--- src/peu_pkg.sv ---
// ----------------------------------------------------------------------------
// Particle emit/update engine package
// Shared types, register indexes, reset values and arithmetic helpers.
// ----------------------------------------------------------------------------
package peu_pkg;

  // Configuration channel widths and register indexes.
  localparam int unsigned CfgIdxW  = 4;
  localparam int unsigned CfgDataW = 48;

  localparam logic [CfgIdxW-1:0] RegStartColor    = 4'd0;
  localparam logic [CfgIdxW-1:0] RegEndColor      = 4'd1;
  localparam logic [CfgIdxW-1:0] RegSizeRange     = 4'd2;
  localparam logic [CfgIdxW-1:0] RegLifeSetting   = 4'd3;
  localparam logic [CfgIdxW-1:0] RegGravityVector = 4'd4;
  localparam logic [CfgIdxW-1:0] RegBaseVelocity  = 4'd5;
  localparam logic [CfgIdxW-1:0] RegVelSpread     = 4'd6;
  localparam logic [CfgIdxW-1:0] RegGravityOn     = 4'd7;

  // Register reset values.
  localparam logic [23:0] RstStartColor    = 24'd16750874;
  localparam logic [23:0] RstEndColor      = 24'd13382413;
  localparam logic [31:0] RstSizeRange     = 32'd214761882;
  localparam logic [31:0] RstLifeSetting   = 32'd107348378;
  localparam logic [47:0] RstGravityVector = 48'd4160749568;
  localparam logic [47:0] RstBaseVelocity  = 48'd0;
  localparam logic [47:0] RstVelSpread     = 48'd3298585215232;

  // Random generator constants.
  localparam logic [31:0] LcgMul    = 32'd1103515245;
  localparam logic [31:0] LcgInc    = 32'd12345;
  localparam logic [31:0] SeedReset = 32'd123456789;

  // Step conversion: dt = (step_ms * 64 + 500) / 1000 as a reciprocal product.
  localparam logic [22:0] DtBias  = 23'd500;
  localparam logic [23:0] DtRecip = 24'd8589935;

  // One whole particle in the Q16.16 emit accumulator.
  localparam logic [31:0] FracOne = 32'h0001_0000;

  // Depth of the job queue between front and back.
  localparam int unsigned QueueDepth = 2;

  typedef struct packed {
    logic [23:0] start_color;
    logic [23:0] end_color;
    logic [31:0] size_range;
    logic [31:0] life_setting;
    logic [47:0] gravity_vector;
    logic [47:0] base_velocity;
    logic [47:0] velocity_spread;
    logic        gravity_on;
  } peu_cfg_t;

  // A classified job as it travels from front to back.
  typedef struct packed {
    logic        op;
    logic [15:0] origin_x;
    logic [15:0] origin_y;
    logic [15:0] origin_z;
    logic [31:0] emit_amount;
    logic [15:0] dt;
  } peu_job_t;

  typedef enum logic [3:0] {
    ST_IDLE,
    ST_EMIT_ACC,
    ST_EMIT_TEST,
    ST_EMIT_RAND,
    ST_EMIT_DRAW,
    ST_EMIT_WRITE,
    ST_EMIT_DONE,
    ST_UPD_SCAN,
    ST_UPD_AGE,
    ST_UPD_MOVE,
    ST_UPD_DIV,
    ST_UPD_LERP,
    ST_UPD_WRITE,
    ST_OUT_SCAN,
    ST_OUT_SEND,
    ST_OUT_EMPTY
  } peu_state_e;

  // Pick one axis out of a packed x,y,z vector, x in the top field.
  function automatic logic [15:0] axis_of(logic [47:0] v, logic [1:0] a);
    logic [15:0] r;
    case (a)
      2'd0:    r = v[47:32];
      2'd1:    r = v[31:16];
      default: r = v[15:0];
    endcase
    return r;
  endfunction

  // Clamp a signed sum to the signed 16-bit range.
  function automatic logic [15:0] sat16(logic signed [23:0] v);
    logic [15:0] r;
    if (v > 24'sd32767) begin
      r = 16'h7FFF;
    end else if (v < -24'sd32768) begin
      r = 16'h8000;
    end else begin
      r = v[15:0];
    end
    return r;
  endfunction

endpackage

--- src/peu_if.sv ---
// ----------------------------------------------------------------------------
// Particle emit/update engine channels
// Valid/ready interfaces for input items, result records and register writes.
// ----------------------------------------------------------------------------
interface peu_in_if;
  logic        valid;
  logic        ready;
  logic        op;
  logic [15:0] origin_x;
  logic [15:0] origin_y;
  logic [15:0] origin_z;
  logic [15:0] emit_rate;
  logic [15:0] emit_interval;
  logic [15:0] step_ms;

  modport source (output valid, op, origin_x, origin_y, origin_z, emit_rate,
                  emit_interval, step_ms, input ready);
  modport sink (input valid, op, origin_x, origin_y, origin_z, emit_rate,
                emit_interval, step_ms, output ready);
endinterface


--- src/peu_front.sv ---
// ----------------------------------------------------------------------------
// Particle engine front end
// Accepts input transactions and turns them into jobs for the back end.
// ----------------------------------------------------------------------------
module peu_front (
  input  logic              clk_i,
  input  logic              rst_ni,
  peu_in_if.sink            in_i,
  output logic              push_valid_o,
  output peu_pkg::peu_job_t push_job_o,
  input  logic              push_ready_i
);

  logic        held_q, held_d;
  logic        op_q;
  logic [15:0] ox_q, oy_q, oz_q, rate_q, interval_q, step_q;
  logic [22:0] dt_num;
  logic [46:0] dt_prod;
  logic [31:0] amount;

  // Take a new transaction when the holding stage is empty or draining.
  assign in_i.ready = !held_q || push_ready_i;

  always_comb begin
    held_d = held_q;
    if (in_i.valid && in_i.ready) begin
      held_d = 1'b1;
    end else if (push_ready_i) begin
      held_d = 1'b0;
    end
  end

  always_ff @(posedge clk_i or negedge rst_ni) begin
    if (!rst_ni) begin
      held_q <= 1'b0;
    end else begin
      held_q <= held_d;
    end
  end

  always_ff @(posedge clk_i) begin
    if (in_i.valid && in_i.ready) begin
      op_q       <= in_i.op;
      ox_q       <= in_i.origin_x;
      oy_q       <= in_i.origin_y;
      oz_q       <= in_i.origin_z;
      rate_q     <= in_i.emit_rate;
      interval_q <= in_i.emit_interval;
      step_q     <= in_i.step_ms;
    end
  end

  // Millisecond step to Q10.6 seconds, rounded, by reciprocal multiply.
  assign dt_num  = {1'b0, step_q, 6'b0} + peu_pkg::DtBias;
  assign dt_prod = {24'b0, dt_num} * {23'b0, peu_pkg::DtRecip};
  assign amount  = rate_q * interval_q;

  always_comb begin
    push_job_o.op          = op_q;
    push_job_o.origin_x    = ox_q;
    push_job_o.origin_y    = oy_q;
    push_job_o.origin_z    = oz_q;
    push_job_o.emit_amount = amount;
    push_job_o.dt          = {2'b0, dt_prod[46:33]};
  end

  assign push_valid_o = held_q;

endmodule

--- src/flat_wrapper.sv ---
// flat-port wrapper written by rule: the top's interface ports become plain ports
module peu_front_flat 
  (clk_i, rst_ni, push_valid_o, push_job_o, push_ready_i, in_i_valid, in_i_op, in_i_origin_x, in_i_origin_y, in_i_origin_z, in_i_emit_rate, in_i_emit_interval, in_i_step_ms, in_i_ready);
  peu_in_if in_i_i ();
  input  logic clk_i;
  input  logic rst_ni;
  output logic push_valid_o;
  output peu_pkg::peu_job_t push_job_o;
  input  logic push_ready_i;
  input wire logic [$bits(in_i_i.valid)-1:0] in_i_valid;
  input wire logic [$bits(in_i_i.op)-1:0] in_i_op;
  input wire logic [$bits(in_i_i.origin_x)-1:0] in_i_origin_x;
  input wire logic [$bits(in_i_i.origin_y)-1:0] in_i_origin_y;
  input wire logic [$bits(in_i_i.origin_z)-1:0] in_i_origin_z;
  input wire logic [$bits(in_i_i.emit_rate)-1:0] in_i_emit_rate;
  input wire logic [$bits(in_i_i.emit_interval)-1:0] in_i_emit_interval;
  input wire logic [$bits(in_i_i.step_ms)-1:0] in_i_step_ms;
  output wire logic [$bits(in_i_i.ready)-1:0] in_i_ready;
  assign in_i_i.valid = in_i_valid;
  assign in_i_i.op = in_i_op;
  assign in_i_i.origin_x = in_i_origin_x;
  assign in_i_i.origin_y = in_i_origin_y;
  assign in_i_i.origin_z = in_i_origin_z;
  assign in_i_i.emit_rate = in_i_emit_rate;
  assign in_i_i.emit_interval = in_i_emit_interval;
  assign in_i_i.step_ms = in_i_step_ms;
  assign in_i_ready = in_i_i.ready;
  peu_front u_core (.clk_i(clk_i), .rst_ni(rst_ni), .in_i(in_i_i), .push_valid_o(push_valid_o), .push_job_o(push_job_o), .push_ready_i(push_ready_i));
endmodule
--- config.mk ---
export PLATFORM = sky130hd
export DESIGN_NAME = peu_front_flat
export DESIGN_NICKNAME = d
export VERILOG_FILES = /design/src/peu_pkg.sv /design/src/peu_if.sv /design/src/peu_front.sv /design/src/flat_wrapper.sv
export SDC_FILE = /design/constraint.sdc
export NUM_CORES = 1
export LEC_CHECK = 0
export BUFFER_PORTS_ARGS = -buffer_cell sky130_fd_sc_hd__buf_2
export CAP_MARGIN = 0
export CORE_MARGIN = 4
export CORE_UTILIZATION = 50
export CTS_CLUSTER_DIAMETER = 40
export DETAILED_ROUTE_END_ITERATION = 16
export PLACE_DENSITY = 0.7
export SYNTH_ARGS = -nofsm -noshare
export SYNTH_HDL_FRONTEND = slang
export SYNTH_SLANG_ARGS = --single-unit
--- constraint.sdc ---
create_clock -name clk_i -period 12.5 [get_ports clk_i]
set_clock_uncertainty 0.15 [all_clocks]
set_input_delay 3.75 -clock clk_i [delete_from_list [all_inputs] [get_ports clk_i]]
set_output_delay 3.75 -clock clk_i [all_outputs]
set_load 0.01 [all_outputs]
After elaboration in Yosys (flattened, before gate mapping)
Cells that the tools add are included. Widths: inputs -> output; s select.

Register bits: 98. Input bits: 101. Output and inout port bits: 99. Word-level logic and storage cells: 17.

Add/sub/neg operators: 1. $mul: 2. Muxes and demuxes: 2. Reduce and logical (&&, ||, !) cells: 4.

Operators by type and width (count): $mul 23x24->47 const B (1); $mul 16x16->32 (1); $add 22x9->23 const B (1); $mux 1 (2); $reduce_bool 2->1 (1); $logic_and 1x1->1 (1); $logic_not 1->1 (1); $logic_or 1x1->1 (1).

Depth between registers and ports, before layout
Depth in word-level cells: 4. Mapped depth: 28. Depth with buffers taken out: 28.

Worst setup path before layout
Ideal clock, no wire load.

Kind: reg-to-output. From: reg u_core.step_q[0]. To: out push_job_o[12] in the netlist's numbering. Arrival time: 7084 ps. Data required time: 8600 ps. Setup slack: 1516 ps. Stages on the path, launching flop included: 26. Path buffers: 0. Cell sequence: edfxtp_1 > inv_1 > ha_1 > a21oi_1 > and3_1 > and3_1 > xnor2_1 > fa_1 > fa_1 > fa_1 > inv_1 > fa_1 > fa_1 > inv_1 > fa_1 > inv_1 > ha_1 > ha_1 > a21oi_1 > o2111ai_1 > a21o_1 > a21oi_2 > o21a_4 > o211ai_4 > o31ai_4 > xnor2_1.

RTL lines: start, declared (line peu_front.sv:16) `logic [15:0] ox_q, oy_q, oz_q, rate_q, interval_q, step_q;`; start signal, assigned (line peu_front.sv:49) `step_q <= in_i.step_ms;`; end, declared (line flat_wrapper.sv:8) `output peu_pkg::peu_job_t push_job_o;`.

==> qor.yml <==
cells_and_area:
  nets: 2693
  area_delta_synth_final_pct: 10.14
  drive_gt1_share_pct: 12.08
  diodes: 0
  multi_input_area_um2: 13460
  seq_area_um2: 2938
  num-fill-cells: 3156
  fin_cells: 2448
clock_tree:
  htreeDepth: 3
  tritoncts: "built"
  root_buffer: "clkbuf_16"
  clockBufferDepth: 2
  ctsResizeCount: 0
  holdBufCountCts: 0
  numCtsBuffers: 9
  worstSkewPairLatency_ps: 370
  clkTransAtPathRegs_ps: 90
  post_cts_buffers: 0
  cts_sinks: 98
floorplanning:
  dieArea_um2: 39460
  die_w_um: 198.6
  start_util_pct: 50.84
  core_area_um2: 35740
  die_h_um: 198.6
  io_pins: 200
  row_count: 69
place:
  place_inst: 2432
  dp_hpwl_um: 36510
  gp_congestion: 0.9512
  placement.io_buffers: 197
global_route:
  grt_overflow: 0
  grt_max_degree: 57
  track_usage_pct: 23.05
  antenna_found_initial: 0
  grt_pass1_wl_um: 72430
  first_global_vias: 14225
yosys:
  yosysTopAreaCellShare_pct: 33.93
  syn_area_per_cell_um2: 10.11
  synth.most_common_cell: "inv_1"
  synth_area_leaders: "fa_1 34%, ha_1 21%, edfxtp_1 16%"
  synth_edf_count: 97
  synthArstFlopShare_pct: 1.020
  synth_flop_cell: "edfxtp_1"
  netlist_instances: 1798
  synth.largest_area_cell: "fa_1"
  yosys_warnings: 0
  ys_ff_latch: 98
  syn_area_um2: 18170
  netlist_top_cells_count: "439 x inv_1, 308 x fa_1, 302 x ha_1"
  yosysUniqueCellTypes: 58
  yosysSeqAreaShare_pct: 16.17
worst_hold_path:
  hp-class: "reg2reg"
  hold_depth: 2
timing:
  min_period_over_period_pct: 96.24
  maxSlewHeadroom_pct: 43.90
  layout_min_cycle_time_ps: 12030
  rsz0062_at_grt: "false"
  timing.final.hold_violations: 0
  setup_tns_ps: 0
  max_freq_ghz: 0.08312
  slew_violations: 0
  tightest_slew_ps: 838.7
  setup_viol: 0
  holdWs_ps: 410.6
detailed_routing:
  first_pass_iters: 5
  vias_per_cell: 5.237
  drcViolationCount: 0
  drtIter0Drc: 613
  ant_nets: 0
  post_drt_wl_per_cell_um: 17.61
  vias: 12821
  drt_wl_total_um: 43120
critical_path:
  start_kind: "register"
  reg2reg_depth: 3
  cp_data_required_time_ps: 8600
  endpoint_kind: "output pin"
  critPathKind: "reg2out"
  cp.arrival_ps: 8130
  crit_fanout: 7
outcome:
  outcome: "finished clean"
run:
  drv_cap: 0
==> registers in the layout (all words and copies together), names as in the netlist <==
| register | flops |
|---|---|
| u_core.interval_q | 16 |
| u_core.ox_q | 16 |
| u_core.oy_q | 16 |
| u_core.oz_q | 16 |
| u_core.rate_q | 16 |
| u_core.step_q | 16 |
| u_core.op_q | 1 |
| u_core.push_valid_o | 1 |
==> stage by stage <==
| stage | util, % | instance area (um^2) | setup WS [ps] |
|---|---|---|---|
| after floorplan | - | 18180 | 1516 |
| after global placement | 55.04 | 19670 | 923.4 |
| after detailed placement | 55.04 | 19670 | 747.8 |
| after CTS | 55.94 | 20000 | 303.6 |
| after global routing | 56.00 | 20010 | 19.00 |
| final | 56.00 | 20010 | 469.5 |
==> cell usage in the layout, fill, tap and decap left out, types with 3 or more instances in the layout <==
master and n:
inv_1 439, fa_1 308, ha_1 302, nand2_1 204, buf_2 197, edfxtp_1 97
and2_1 92, a21oi_1 52, xnor2_1 34, o21ai_0 28, a21o_1 28, nor2_1 23
xor2_1 20, and3_1 15, nand3_1 15, nand2b_1 10, buf_4 10, o21bai_1 9
clkbuf_16 9, nand4_1 8, a31oi_1 8, nor2b_1 6, nor3_1 5, nand3b_1 4
and4_1 3, a221o_1 3, or2_2 3, conb_1 3
==> final timing paths <==
path                                startpoint               endpoint  slack [ps]
max                           u_core.step_q[0]          push_job_o[9]         470
min                        u_core.push_valid_o    u_core.push_valid_o         410
max reg2reg                u_core.push_valid_o  u_core.interval_q[15]       10160
min reg2reg                u_core.push_valid_o    u_core.push_valid_o         410
max in group asynchronous               rst_ni    u_core.push_valid_o        9130
min in group asynchronous               rst_ni    u_core.push_valid_o        2980
==> critical path, stage by stage (launching register included) <==
cell	delay [ps]
edfxtp_1	460
inv_1	280
ha_1	330
a21oi_2	130
and3_1	240
and3_1	220
xnor2_2	230
inv_1	200
ha_1	410
inv_1	90
fa_1	420
fa_1	510
fa_1	520
fa_1	520
fa_1	550
inv_1	40
ha_1	290
ha_1	330
a21oi_1	210
o22a_1	210
o2111ai_1	100
a21o_1	180
a21oi_2	340
o21a_4	240
o21bai_1	110
a31oi_1	240
xnor2_1	160
buf_2	160
==> layer usage <==
metal	routed length, um	GRT usage, %	share of wire, %	vias up
met5	0	0	0	-
met4	1165	7.042	2.7	0
met3	2560	3.760	5.9	84
met2	21080	38.80	49	408
met1	18310	30.91	42	6346
li1	-	-	-	5983
==> kinds of logic (layout without fill, tap and decap cells) <==
logic type                 after synthesis  count (layout)  share of synthesized area (%)
AOI/OAI and AO/OA                      162             162                          6.011
xor gates and xnor gates                56              56                          2.699
adders and majority gates              610             610                          54.73
buffers and inverters                  476             663                          9.895
DFF                                     98              98                          16.17
muxes                                    3               3                         0.1721
other                                    1               3                        0.02064
and+or+nand+nor                        392             392                          10.31
==> layout make-up <==
class | count | share of cell area, %
Timing Repair Buffer | 207 | 5.301
Clock buffer | 9 | 1.125
Inverter | 440 | 8.252
Clock inverter | 7 | 0.4876
Tap cell | 461 | 2.882
Multi-Input combinational cell | 1226 | 67.27
Sequential cell | 98 | 14.68
Power is not shown: default switching activity piles up to over one toggle a cycle in this logic, so the estimate is an artifact.
