**src/peu_pkg.sv**
```systemverilog
// ----------------------------------------------------------------------------
// Particle emit/update engine package
// Shared types, register indexes, reset values and arithmetic helpers.
// ----------------------------------------------------------------------------
package peu_pkg;

  // Configuration channel widths and register indexes.
  localparam int unsigned CfgIdxW  = 4;
  localparam int unsigned CfgDataW = 48;

  localparam logic [CfgIdxW-1:0] RegStartColor    = 4'd0;
  localparam logic [CfgIdxW-1:0] RegEndColor      = 4'd1;
  localparam logic [CfgIdxW-1:0] RegSizeRange     = 4'd2;
  localparam logic [CfgIdxW-1:0] RegLifeSetting   = 4'd3;
  localparam logic [CfgIdxW-1:0] RegGravityVector = 4'd4;
  localparam logic [CfgIdxW-1:0] RegBaseVelocity  = 4'd5;
  localparam logic [CfgIdxW-1:0] RegVelSpread     = 4'd6;
  localparam logic [CfgIdxW-1:0] RegGravityOn     = 4'd7;

  // Register reset values.
  localparam logic [23:0] RstStartColor    = 24'd16750874;
  localparam logic [23:0] RstEndColor      = 24'd13382413;
  localparam logic [31:0] RstSizeRange     = 32'd214761882;
  localparam logic [31:0] RstLifeSetting   = 32'd107348378;
  localparam logic [47:0] RstGravityVector = 48'd4160749568;
  localparam logic [47:0] RstBaseVelocity  = 48'd0;
  localparam logic [47:0] RstVelSpread     = 48'd3298585215232;

  // Random generator constants.
  localparam logic [31:0] LcgMul    = 32'd1103515245;
  localparam logic [31:0] LcgInc    = 32'd12345;
  localparam logic [31:0] SeedReset = 32'd123456789;

  // Step conversion: dt = (step_ms * 64 + 500) / 1000 as a reciprocal product.
  localparam logic [22:0] DtBias  = 23'd500;
  localparam logic [23:0] DtRecip = 24'd8589935;

  // One whole particle in the Q16.16 emit accumulator.
  localparam logic [31:0] FracOne = 32'h0001_0000;

  // Depth of the job queue between front and back.
  localparam int unsigned QueueDepth = 2;

  typedef struct packed {
    logic [23:0] start_color;
    logic [23:0] end_color;
    logic [31:0] size_range;
    logic [31:0] life_setting;
    logic [47:0] gravity_vector;
    logic [47:0] base_velocity;
    logic [47:0] velocity_spread;
    logic        gravity_on;
  } peu_cfg_t;

  // A classified job as it travels from front to back.
  typedef struct packed {
    logic        op;
    logic [15:0] origin_x;
    logic [15:0] origin_y;
    logic [15:0] origin_z;
    logic [31:0] emit_amount;
    logic [15:0] dt;
  } peu_job_t;

  typedef enum logic [3:0] {
    ST_IDLE,
    ST_EMIT_ACC,
    ST_EMIT_TEST,
    ST_EMIT_RAND,
    ST_EMIT_DRAW,
    ST_EMIT_WRITE,
    ST_EMIT_DONE,
    ST_UPD_SCAN,
    ST_UPD_AGE,
    ST_UPD_MOVE,
    ST_UPD_DIV,
    ST_UPD_LERP,
    ST_UPD_WRITE,
    ST_OUT_SCAN,
    ST_OUT_SEND,
    ST_OUT_EMPTY
  } peu_state_e;

  // Pick one axis out of a packed x,y,z vector, x in the top field.
  function automatic logic [15:0] axis_of(logic [47:0] v, logic [1:0] a);
    logic [15:0] r;
    case (a)
      2'd0:    r = v[47:32];
      2'd1:    r = v[31:16];
      default: r = v[15:0];
    endcase
    return r;
  endfunction

  // Clamp a signed sum to the signed 16-bit range.
  function automatic logic [15:0] sat16(logic signed [23:0] v);
    logic [15:0] r;
    if (v > 24'sd32767) begin
      r = 16'h7FFF;
    end else if (v < -24'sd32768) begin
      r = 16'h8000;
    end else begin
      r = v[15:0];
    end
    return r;
  endfunction

endpackage

```
**src/peu_queue.sv**
```systemverilog
// ----------------------------------------------------------------------------
// Particle engine job queue
// Short FIFO that lets the front end and back end stall independently.
// ----------------------------------------------------------------------------
module peu_queue (
  input  logic              clk_i,
  input  logic              rst_ni,
  input  logic              push_valid_i,
  input  peu_pkg::peu_job_t push_job_i,
  output logic              push_ready_o,
  output logic              pop_valid_o,
  output peu_pkg::peu_job_t pop_job_o,
  input  logic              pop_ready_i
);

  localparam int unsigned PtrW = $clog2(peu_pkg::QueueDepth);
  localparam int unsigned CntW = $clog2(peu_pkg::QueueDepth + 1);

  peu_pkg::peu_job_t entry_q [peu_pkg::QueueDepth];
  logic [PtrW-1:0]   wr_ptr_q, rd_ptr_q;
  logic [CntW-1:0]   cnt_q, cnt_d;
  logic              do_push, do_pop;

  assign push_ready_o = cnt_q != CntW'(peu_pkg::QueueDepth);
  assign pop_valid_o  = cnt_q != '0;
  assign pop_job_o    = entry_q[rd_ptr_q];
  assign do_push      = push_valid_i && push_ready_o;
  assign do_pop       = pop_valid_o && pop_ready_i;

  always_comb begin
    cnt_d = cnt_q;
    if (do_push && !do_pop) begin
      cnt_d = cnt_q + 1'b1;
    end else if (do_pop && !do_push) begin
      cnt_d = cnt_q - 1'b1;
    end
  end

  always_ff @(posedge clk_i or negedge rst_ni) begin
    if (!rst_ni) begin
      wr_ptr_q <= '0;
      rd_ptr_q <= '0;
      cnt_q    <= '0;
    end else begin
      cnt_q <= cnt_d;
      if (do_push) begin
        wr_ptr_q <= (wr_ptr_q == PtrW'(peu_pkg::QueueDepth - 1)) ? '0 : wr_ptr_q + 1'b1;
      end
      if (do_pop) begin
        rd_ptr_q <= (rd_ptr_q == PtrW'(peu_pkg::QueueDepth - 1)) ? '0 : rd_ptr_q + 1'b1;
      end
    end
  end

  always_ff @(posedge clk_i) begin
    if (do_push) begin
      entry_q[wr_ptr_q] <= push_job_i;
    end
  end

endmodule

```
**config.mk**
```make
export PLATFORM = sky130hd
export DESIGN_NAME = peu_queue
export DESIGN_NICKNAME = d
export VERILOG_FILES = /design/src/peu_pkg.sv /design/src/peu_queue.sv
export SDC_FILE = /design/constraint.sdc
export NUM_CORES = 1
export LEC_CHECK = 0
export ABC_AREA = 0
export BUFFER_PORTS_ARGS = -buffer_cell sky130_fd_sc_hd__buf_4
export CAP_MARGIN = 20
export CORE_UTILIZATION = 49
export DETAILED_ROUTE_END_ITERATION = 7
export GPL_ROUTABILITY_DRIVEN = 1
export GPL_TIMING_DRIVEN = 0
export HOLD_SLACK_MARGIN = 0.15
export PLACE_DENSITY_LB_ADDON = 0.25
export SYNTH_ARGS = -nofsm -noshare
export SYNTH_HDL_FRONTEND = slang
export SYNTH_SLANG_ARGS = --single-unit
```
**constraint.sdc**
```tcl
create_clock -name clk_i -period 6.9 [get_ports clk_i]
set_clock_uncertainty 0.15 [all_clocks]
set_input_delay 1.38 -clock clk_i [delete_from_list [all_inputs] [get_ports clk_i]]
set_output_delay 1.38 -clock clk_i [all_outputs]
set_load 0.05 [all_outputs]
```
==> Word level (Yosys, flattened, before mapping) <==
Memories as Yosys holds them, arrays and structs flattened.
Cells that the tools add are included.
{ "totals": {"register_bits": 4, "mem_bits_rw": 194, "output_inout_bits": 99, "n_memories": 1} }
{ "memory_table": {"columns": ["name", "depth", "width", "rd", "rd_clocked_by_memory_dff", "write_ports", "line_no", "rtl"], "rows": [
  ["entry_q", 2, 97, 1, 0, 1, "peu_queue.sv:19", "peu_pkg::peu_job_t entry_q [peu_pkg::QueueDepth];"]
]} }
{ "classes": {"add_sub_neg": 4, "n_eq_ne": 1, "n_mux": 6, "reduce_logical": 8} }
{ "ops": {"columns": ["operator", "n"], "rows": [
  ["1-bit logical AND", 4],
  ["1-bit 2-to-1 mux", 4],
  ["2-bit 2-to-1 mux", 2],
  ["2-bit nonzero test", 2],
  ["1-bit adder, second input constant", 2],
  ["2-bit by 1-bit adder with 2-bit output, second input constant", 1],
  ["1-bit logical NOT", 2],
  ["2-bit != test, second input constant", 1],
  ["2-bit by 1-bit subtractor with 2-bit output, second input constant", 1]
]} }

==> Longest topological paths before layout <==
Gate-level depths: netlist of the first run.
{ "logic_depth": {"depth_word": 6, "mapped_depth": 7, "ltp_nobuf": 7} }

==> Least setup slack after synthesis of the first run <==
OpenSTA, ideal clock, no wires.
{ "synth_path": {"path_kind": "input to register", "start": "input push_valid_i", "end": "memory entry_q[0][0] (netlist bit) (enable)", "arrival_time_ns": 5.532, "required_ns": 6.196, "setup_slack_ns": 0.664, "stages": 2, "path_buffers": 0, "path_cell_list": "nand2_1 -> nor2_1"} }
{ "synth_between": {"elab_chain_cells": 3} }
{ "synth_rtl": {"columns": ["element", "line_no", "rtl"], "rows": [
  ["start, declared", "peu_queue.sv:8", "input logic push_valid_i,"],
  ["1-bit logical AND", "peu_queue.sv:27", "assign do_push = push_valid_i && push_ready_o;"],
  ["1-bit 2-to-1 mux", "peu_queue.sv:56", "if (do_push) begin"],
  ["1-bit 2-to-1 mux (implied by the code)", "peu_queue.sv:57", "entry_q[wr_ptr_q] <= push_job_i;"],
  ["end, declared", "peu_queue.sv:19", null]
]} }
No other way between the ends.

==> out/results.ini, run 1 <==
[run_status]
status=finished, final reports clean

[sta]
report.final.slew_viol_count=0
hold_ws_ns=0.358
final.setup.tns_ns=0
min_period_ns=3.31
final-setup-viol-count=0
worst_slew_pin_slew_ns=0.703
maxClockFrequency_mhz=302
fin_crit_sh_pct=48.0
rsz0062_at_grt=false
hold_viol_final=0
relSlewSlack_pct=53.0

[setup_path]
ff2ff_setup_slack_ns=4.68
crit_family=buffers and inverters
cp_max_fo=10
critPathBufInv=3
critPathLaunchType=flip-flop
path_cells=buf_6 -> buf_2 -> mux2_2 -> buf_4
reg2reg_from=cnt_q[0]
crit_end=pop_job_o[43]
critPathRequiredTime_ns=5.37
r2r_end=entry_q[0][54]
reg2reg_depth=5
endpoint_kind=output pin
startpoint=rd_ptr_q
worstPathArrival_ns=1.78
max_stage_delay_ns=0.38
cp.depth=4
crit_type=reg2out
slowest_stage=mux2_2

[floorplan]
core_area_mm2=0.0145
start_util_pct=50.2
die_w_um=124
die_h_um=124
num_rows=44
dieArea_mm2=0.0153
num_io_pins=200

[grt]
grt_usage_pct=16.9
antenna_found_initial=0
grt_pass1_wl_um=18700
grt_max_degree=60
grt_pass1_vias=3725
overflow=0

[drt]
vias=3642
drtPass1Iterations=4
post-route-drc-count=0
routed_wl_um=12600
dr.first_iter.drc_count=148
ant_nets=0
wl_per_cell_um=17.1
viasPerCell=4.95

[layout]
area_growth_pct=32.4
layout.nets=644
final_common_cell=buf_4
layout_common_cells=199 x buf_4, 194 x edfxtp_1, 77 x mux2_2, 20 x mux2_4, 17 x clkbuf_16
diodes=0
drive_above_1_share_pct=61.6
fin_area_mm2=0.00962

[clock_network]
cts_made_buffers=17
cts_sinks=198
cts_resized=0
clockBufferDepth=2
root_buffer=clkbuf_16
h-tree-depth=4
cts_tree=yes
hold_buffers=0
postCtsSetupBuffers=0
clkTransAtPathRegs_ns=0.06
clock_latency_ns=0.41

[yosys]
synth_seq_cells=198
avgSynthCellArea_um2=22.7
ys.warnings.count=0
seq_area_frac_synth_pct=81.5
synth_cells=320
synth.distinct_cells=15
synth_area_mm2=0.00727
synth_nets=422

[power]
leakage_nw=3.66
cellPowerDensity_mw_per_mm2=496
ir_worst_vdd_mv=0.283

[placed_design]
dp_hpwl_um=8560
placed_area_mm2=0.00910
gp_routability_congestion=0.680
port_buffers=199

[worst_hold_path]
min_from=cnt_q[1]
hp-class=reg2reg

[job]
maxCapViolCount=0

## metrics by stage
stage	setup WS, ns	cells	total power (W)	utilization [%]
floorplan	0.664	320	0.00333	-
global placement	-1.58	703	0.00392	62.1
detailed placement	3.76	707	0.00394	62.8
CTS	3.54	736	0.00482	66.4
global route	3.48	736	0.00497	66.4
finish	3.59	736	0.00477	66.4
## Yosys cell counts
cell / number / area [um^2]
buf_2: 7 / 35.0
ha_1: 1 / 12.5
dfrtp_1: 4 / 100
or2_2: 1 / 6.26
inv_1: 1 / 3.75
nor2_1: 2 / 7.51
xnor2_1: 3 / 26.3
nand2_1: 2 / 7.51
mux2_4: 20 / 300
edfxtp_1: 194 / 5830
nand2b_1: 1 / 6.26
buf_6: 4 / 45.0
mux2_2: 77 / 867
and3_1: 1 / 6.26
xor2_1: 2 / 17.5
## state kept, by name, indices dropped and copies added, names as in the netlist
name and count:
wr_ptr_q 1, entry_q 194, cnt_q 2, rd_ptr_q 1
## cell type report
type / instances / area, um^2
plain buffers: 11 / 80.1
clock buffers: 19 / 433
clock inverters: 10 / 86.3
fillers: 1020 / 4860
inverters: 1 / 3.75
multi-input cells: 110 / 1270
flip-flops and latches: 198 / 5930
well taps: 184 / 230
repair buffers: 203 / 1590
## power by group
part / leakage (nW) / internal [W] / switching, W
combinational: 1.56 / 0.000754 / 0.00143
sequential: 1.85 / 0.00164 / 0.0000623
clock: 0.252 / 0.000487 / 0.000387
## layer usage
| layer | vias to the layer above | track usage [%] | share of wire (%) |
|---|---|---|---|
| li1 | 1707 | - | - |
| met5 | - | 0 | 0 |
| met2 | 139 | 27.4 | 50 |
| met4 | 0 | 5.87 | 1.0 |
| met3 | 10 | 8.06 | 10 |
| met1 | 1786 | 19.7 | 39 |
## cell families (layout without fill, tap and decap cells)
kind of cell,after synthesis,after routing,share of synthesized area (%)
DFF,198,198,81.5
and+or+nand+nor,7,7,0.465
muxes,97,97,16.1
xor gates and xnor gates,5,5,0.603
buffers and inverters,12,244,1.15
adders and majority gates,1,1,0.172
## worst register-to-register path: stages, from the launching register on
cell and delay [ns]:
dfrtp_1 0.41, nand2b_1 0.17, nand2_1 0.14, nor2_4 0.57
buf_16 0.25, buf_12 0.21
## worst min path at each step
| stage | cells past startpoint | endpoint | slack (ns) |
|---|---|---|---|
| final | 1 | cnt_q[1] | 0.36 |
| after global routing | 1 | cnt_q[1] | 0.40 |
| after CTS | 1 | cnt_q[1] | 0.36 |
| after detailed placement | 1 | cnt_q[1] | 0.34 |
| after global placement | 1 | wr_ptr_q | 0.33 |
| after floorplan | 1 | cnt_q[1] | 0.31 |
No activity file was read; power rests on OpenSTA's default activity.
==> run 2: changes to the inputs <==
--- a/config.mk
+++ b/config.mk
@@ -8,7 +8,7 @@
 export ABC_AREA = 0
 export BUFFER_PORTS_ARGS = -buffer_cell sky130_fd_sc_hd__buf_4
 export CAP_MARGIN = 20
-export CORE_UTILIZATION = 49
+export CORE_UTILIZATION = 47
 export DETAILED_ROUTE_END_ITERATION = 7
 export GPL_ROUTABILITY_DRIVEN = 1
 export GPL_TIMING_DRIVEN = 0
==> constraint.sdc (replaced) <==
create_clock -name clk_i -period 2.9 [get_ports clk_i]
set_clock_uncertainty 0.15 [all_clocks]
set_input_delay 0.58 -clock clk_i [delete_from_list [all_inputs] [get_ports clk_i]]
set_output_delay 0.58 -clock clk_i [all_outputs]
set_load 0.05 [all_outputs]
==> out/results.ini, run 2 (synthesis results as in run 1) <==
[sta]
hold_ws_ns=0.184
rsz0062_at_grt=false
relSlewSlack_pct=49.4
final.setup.tns_ns=0
fin_crit_sh_pct=86.6
hold_viol_final=0
worst_slew_pin_slew_ns=0.759
final-setup-viol-count=0
maxClockFrequency_mhz=398
min_period_ns=2.51
report.final.slew_viol_count=0

[run_status]
status=finished, final reports clean

[layout]
largest_registers=entry_q x194, cnt_q x2
drive_above_1_share_pct=62.2
diodes=0
area_growth_pct=33.3
finalNonFillerCells=744
layout_common_cells=199 x buf_4, 194 x edfxtp_1, 77 x mux2_2, 20 x mux2_4, 17 x clkbuf_16
final_common_cell=buf_4
largest_reg_flops=194
layout.nets=645
regMostFlops=entry_q

[drt]
dr.first_iter.drc_count=210
vias=3638
viasPerCell=4.89
ant_nets=0
drtPass1Iterations=4
routed_wl_um=12700
wl_per_cell_um=17.0
post-route-drc-count=0

[power]
leakage_nw=3.69
ir_worst_vdd_mv=0.695
cellPowerDensity_mw_per_mm2=1190

[clock_network]
cts_sinks=198
clock_latency_ns=0.42
clockBufferDepth=2
cts_tree=yes
root_buffer=clkbuf_16
h-tree-depth=4
cts_resized=0
clkTransAtPathRegs_ns=0.07
cts_made_buffers=17

[setup_path]
endpoint_kind=output pin
critPathRequiredTime_ns=2.17
critPathLaunchType=flip-flop
worstPathArrival_ns=1.78
cp_max_fo=10
crit_type=reg2out

[floorplan]
die_w_um=126
num_rows=45
start_util_pct=48.0
dieArea_mm2=0.0160
num_io_pins=200
core_area_mm2=0.0151
die_h_um=126

[placed_design]
port_buffers=199
dp_hpwl_um=8630
dp_cells=711
gp_routability_congestion=0.678

[grt]
grt_pass1_vias=3859
overflow=0
antenna_found_initial=0
grt_pass1_wl_um=19300
grt_usage_pct=16.4
grt_max_degree=53

[worst_hold_path]
hp-class=in2reg

[job]
maxCapViolCount=0

## run 2: cell count changes in the layout (fill, tap and decap cells not counted)
cell           delta
buf_12            +1
buf_16            -1
clkbuf_1          -2
clkinv_2          -3
clkinv_4          +2
clkinvlp_4        +1
dlygate4sd3_1     +1
inv_6             +3
inv_8             +2
nand2b_1          -1
nand2b_4          +1
## run 2: path summary, 6_finish.rpt
path,start,endpoint,slack [ns],depth (start not counted)
setup / recovery,rd_ptr_q,pop_job_o[56],0.39,5
hold reg to reg,cnt_q[0],cnt_q[0],0.40,1
max in group asynchronous,rst_ni,rd_ptr_q,2.14,2
hold / removal,push_job_i[70],entry_q[1][70],0.18,1
setup reg to reg,cnt_q[0],entry_q[0][34],0.75,5
min in group asynchronous,rst_ni,wr_ptr_q,0.36,2
## run 2: through the flow
stage                     cell area, um^2  setup slack, ns  utilization (%)  power [W]
final                                9680            0.389             63.9     0.0115
after global routing                 9680            0.266             63.9     0.0120
after CTS                            9680            0.309             63.9     0.0116
after detailed placement             9100            0.613             60.1    0.00939
after global placement               9010           -0.693             59.5    0.00927
after floorplan                      7280           0.0801                -    0.00788
## run 2: report_power, final
group          internal, W  total [W]  switching [W]  leakage (nW)
logic              0.00180    0.00520        0.00341          1.57
registers          0.00391    0.00406       0.000154          1.85
clock network      0.00120    0.00225        0.00104         0.272
## run 2: worst max-delay path, stage by stage, from the launching register on
cell,delay [ns]
dfrtp_1,0.35
buf_6,0.14
buf_6,0.17
buf_6,0.19
mux2_4,0.31
buf_4,0.19
## run 2: per-layer routing
metal  vias to the layer above  share of wire [%]  track usage [%]
li1                       1717                  -                -
met1                      1764                 40             18.5
met2                       143                 50             27.5
met3                        14                8.3             7.13
met4                         0                1.4             6.80
met5                         -                  0                0
## run 2: repair_timing
item,CTS,global route
setup buffers,0,0
endpoints found under the hold margin,4,0
hold buffers,1,0
## run 2: layout make-up
class / instances / area [um^2]
plain buffers: 11 / 80.1
clock buffers: 17 / 425
clock inverters: 15 / 145
fillers: 1066 / 5460
inverters: 1 / 3.75
multi-input cells: 110 / 1280
flip-flops and latches: 198 / 5930
well taps: 188 / 235
repair buffers: 204 / 1590
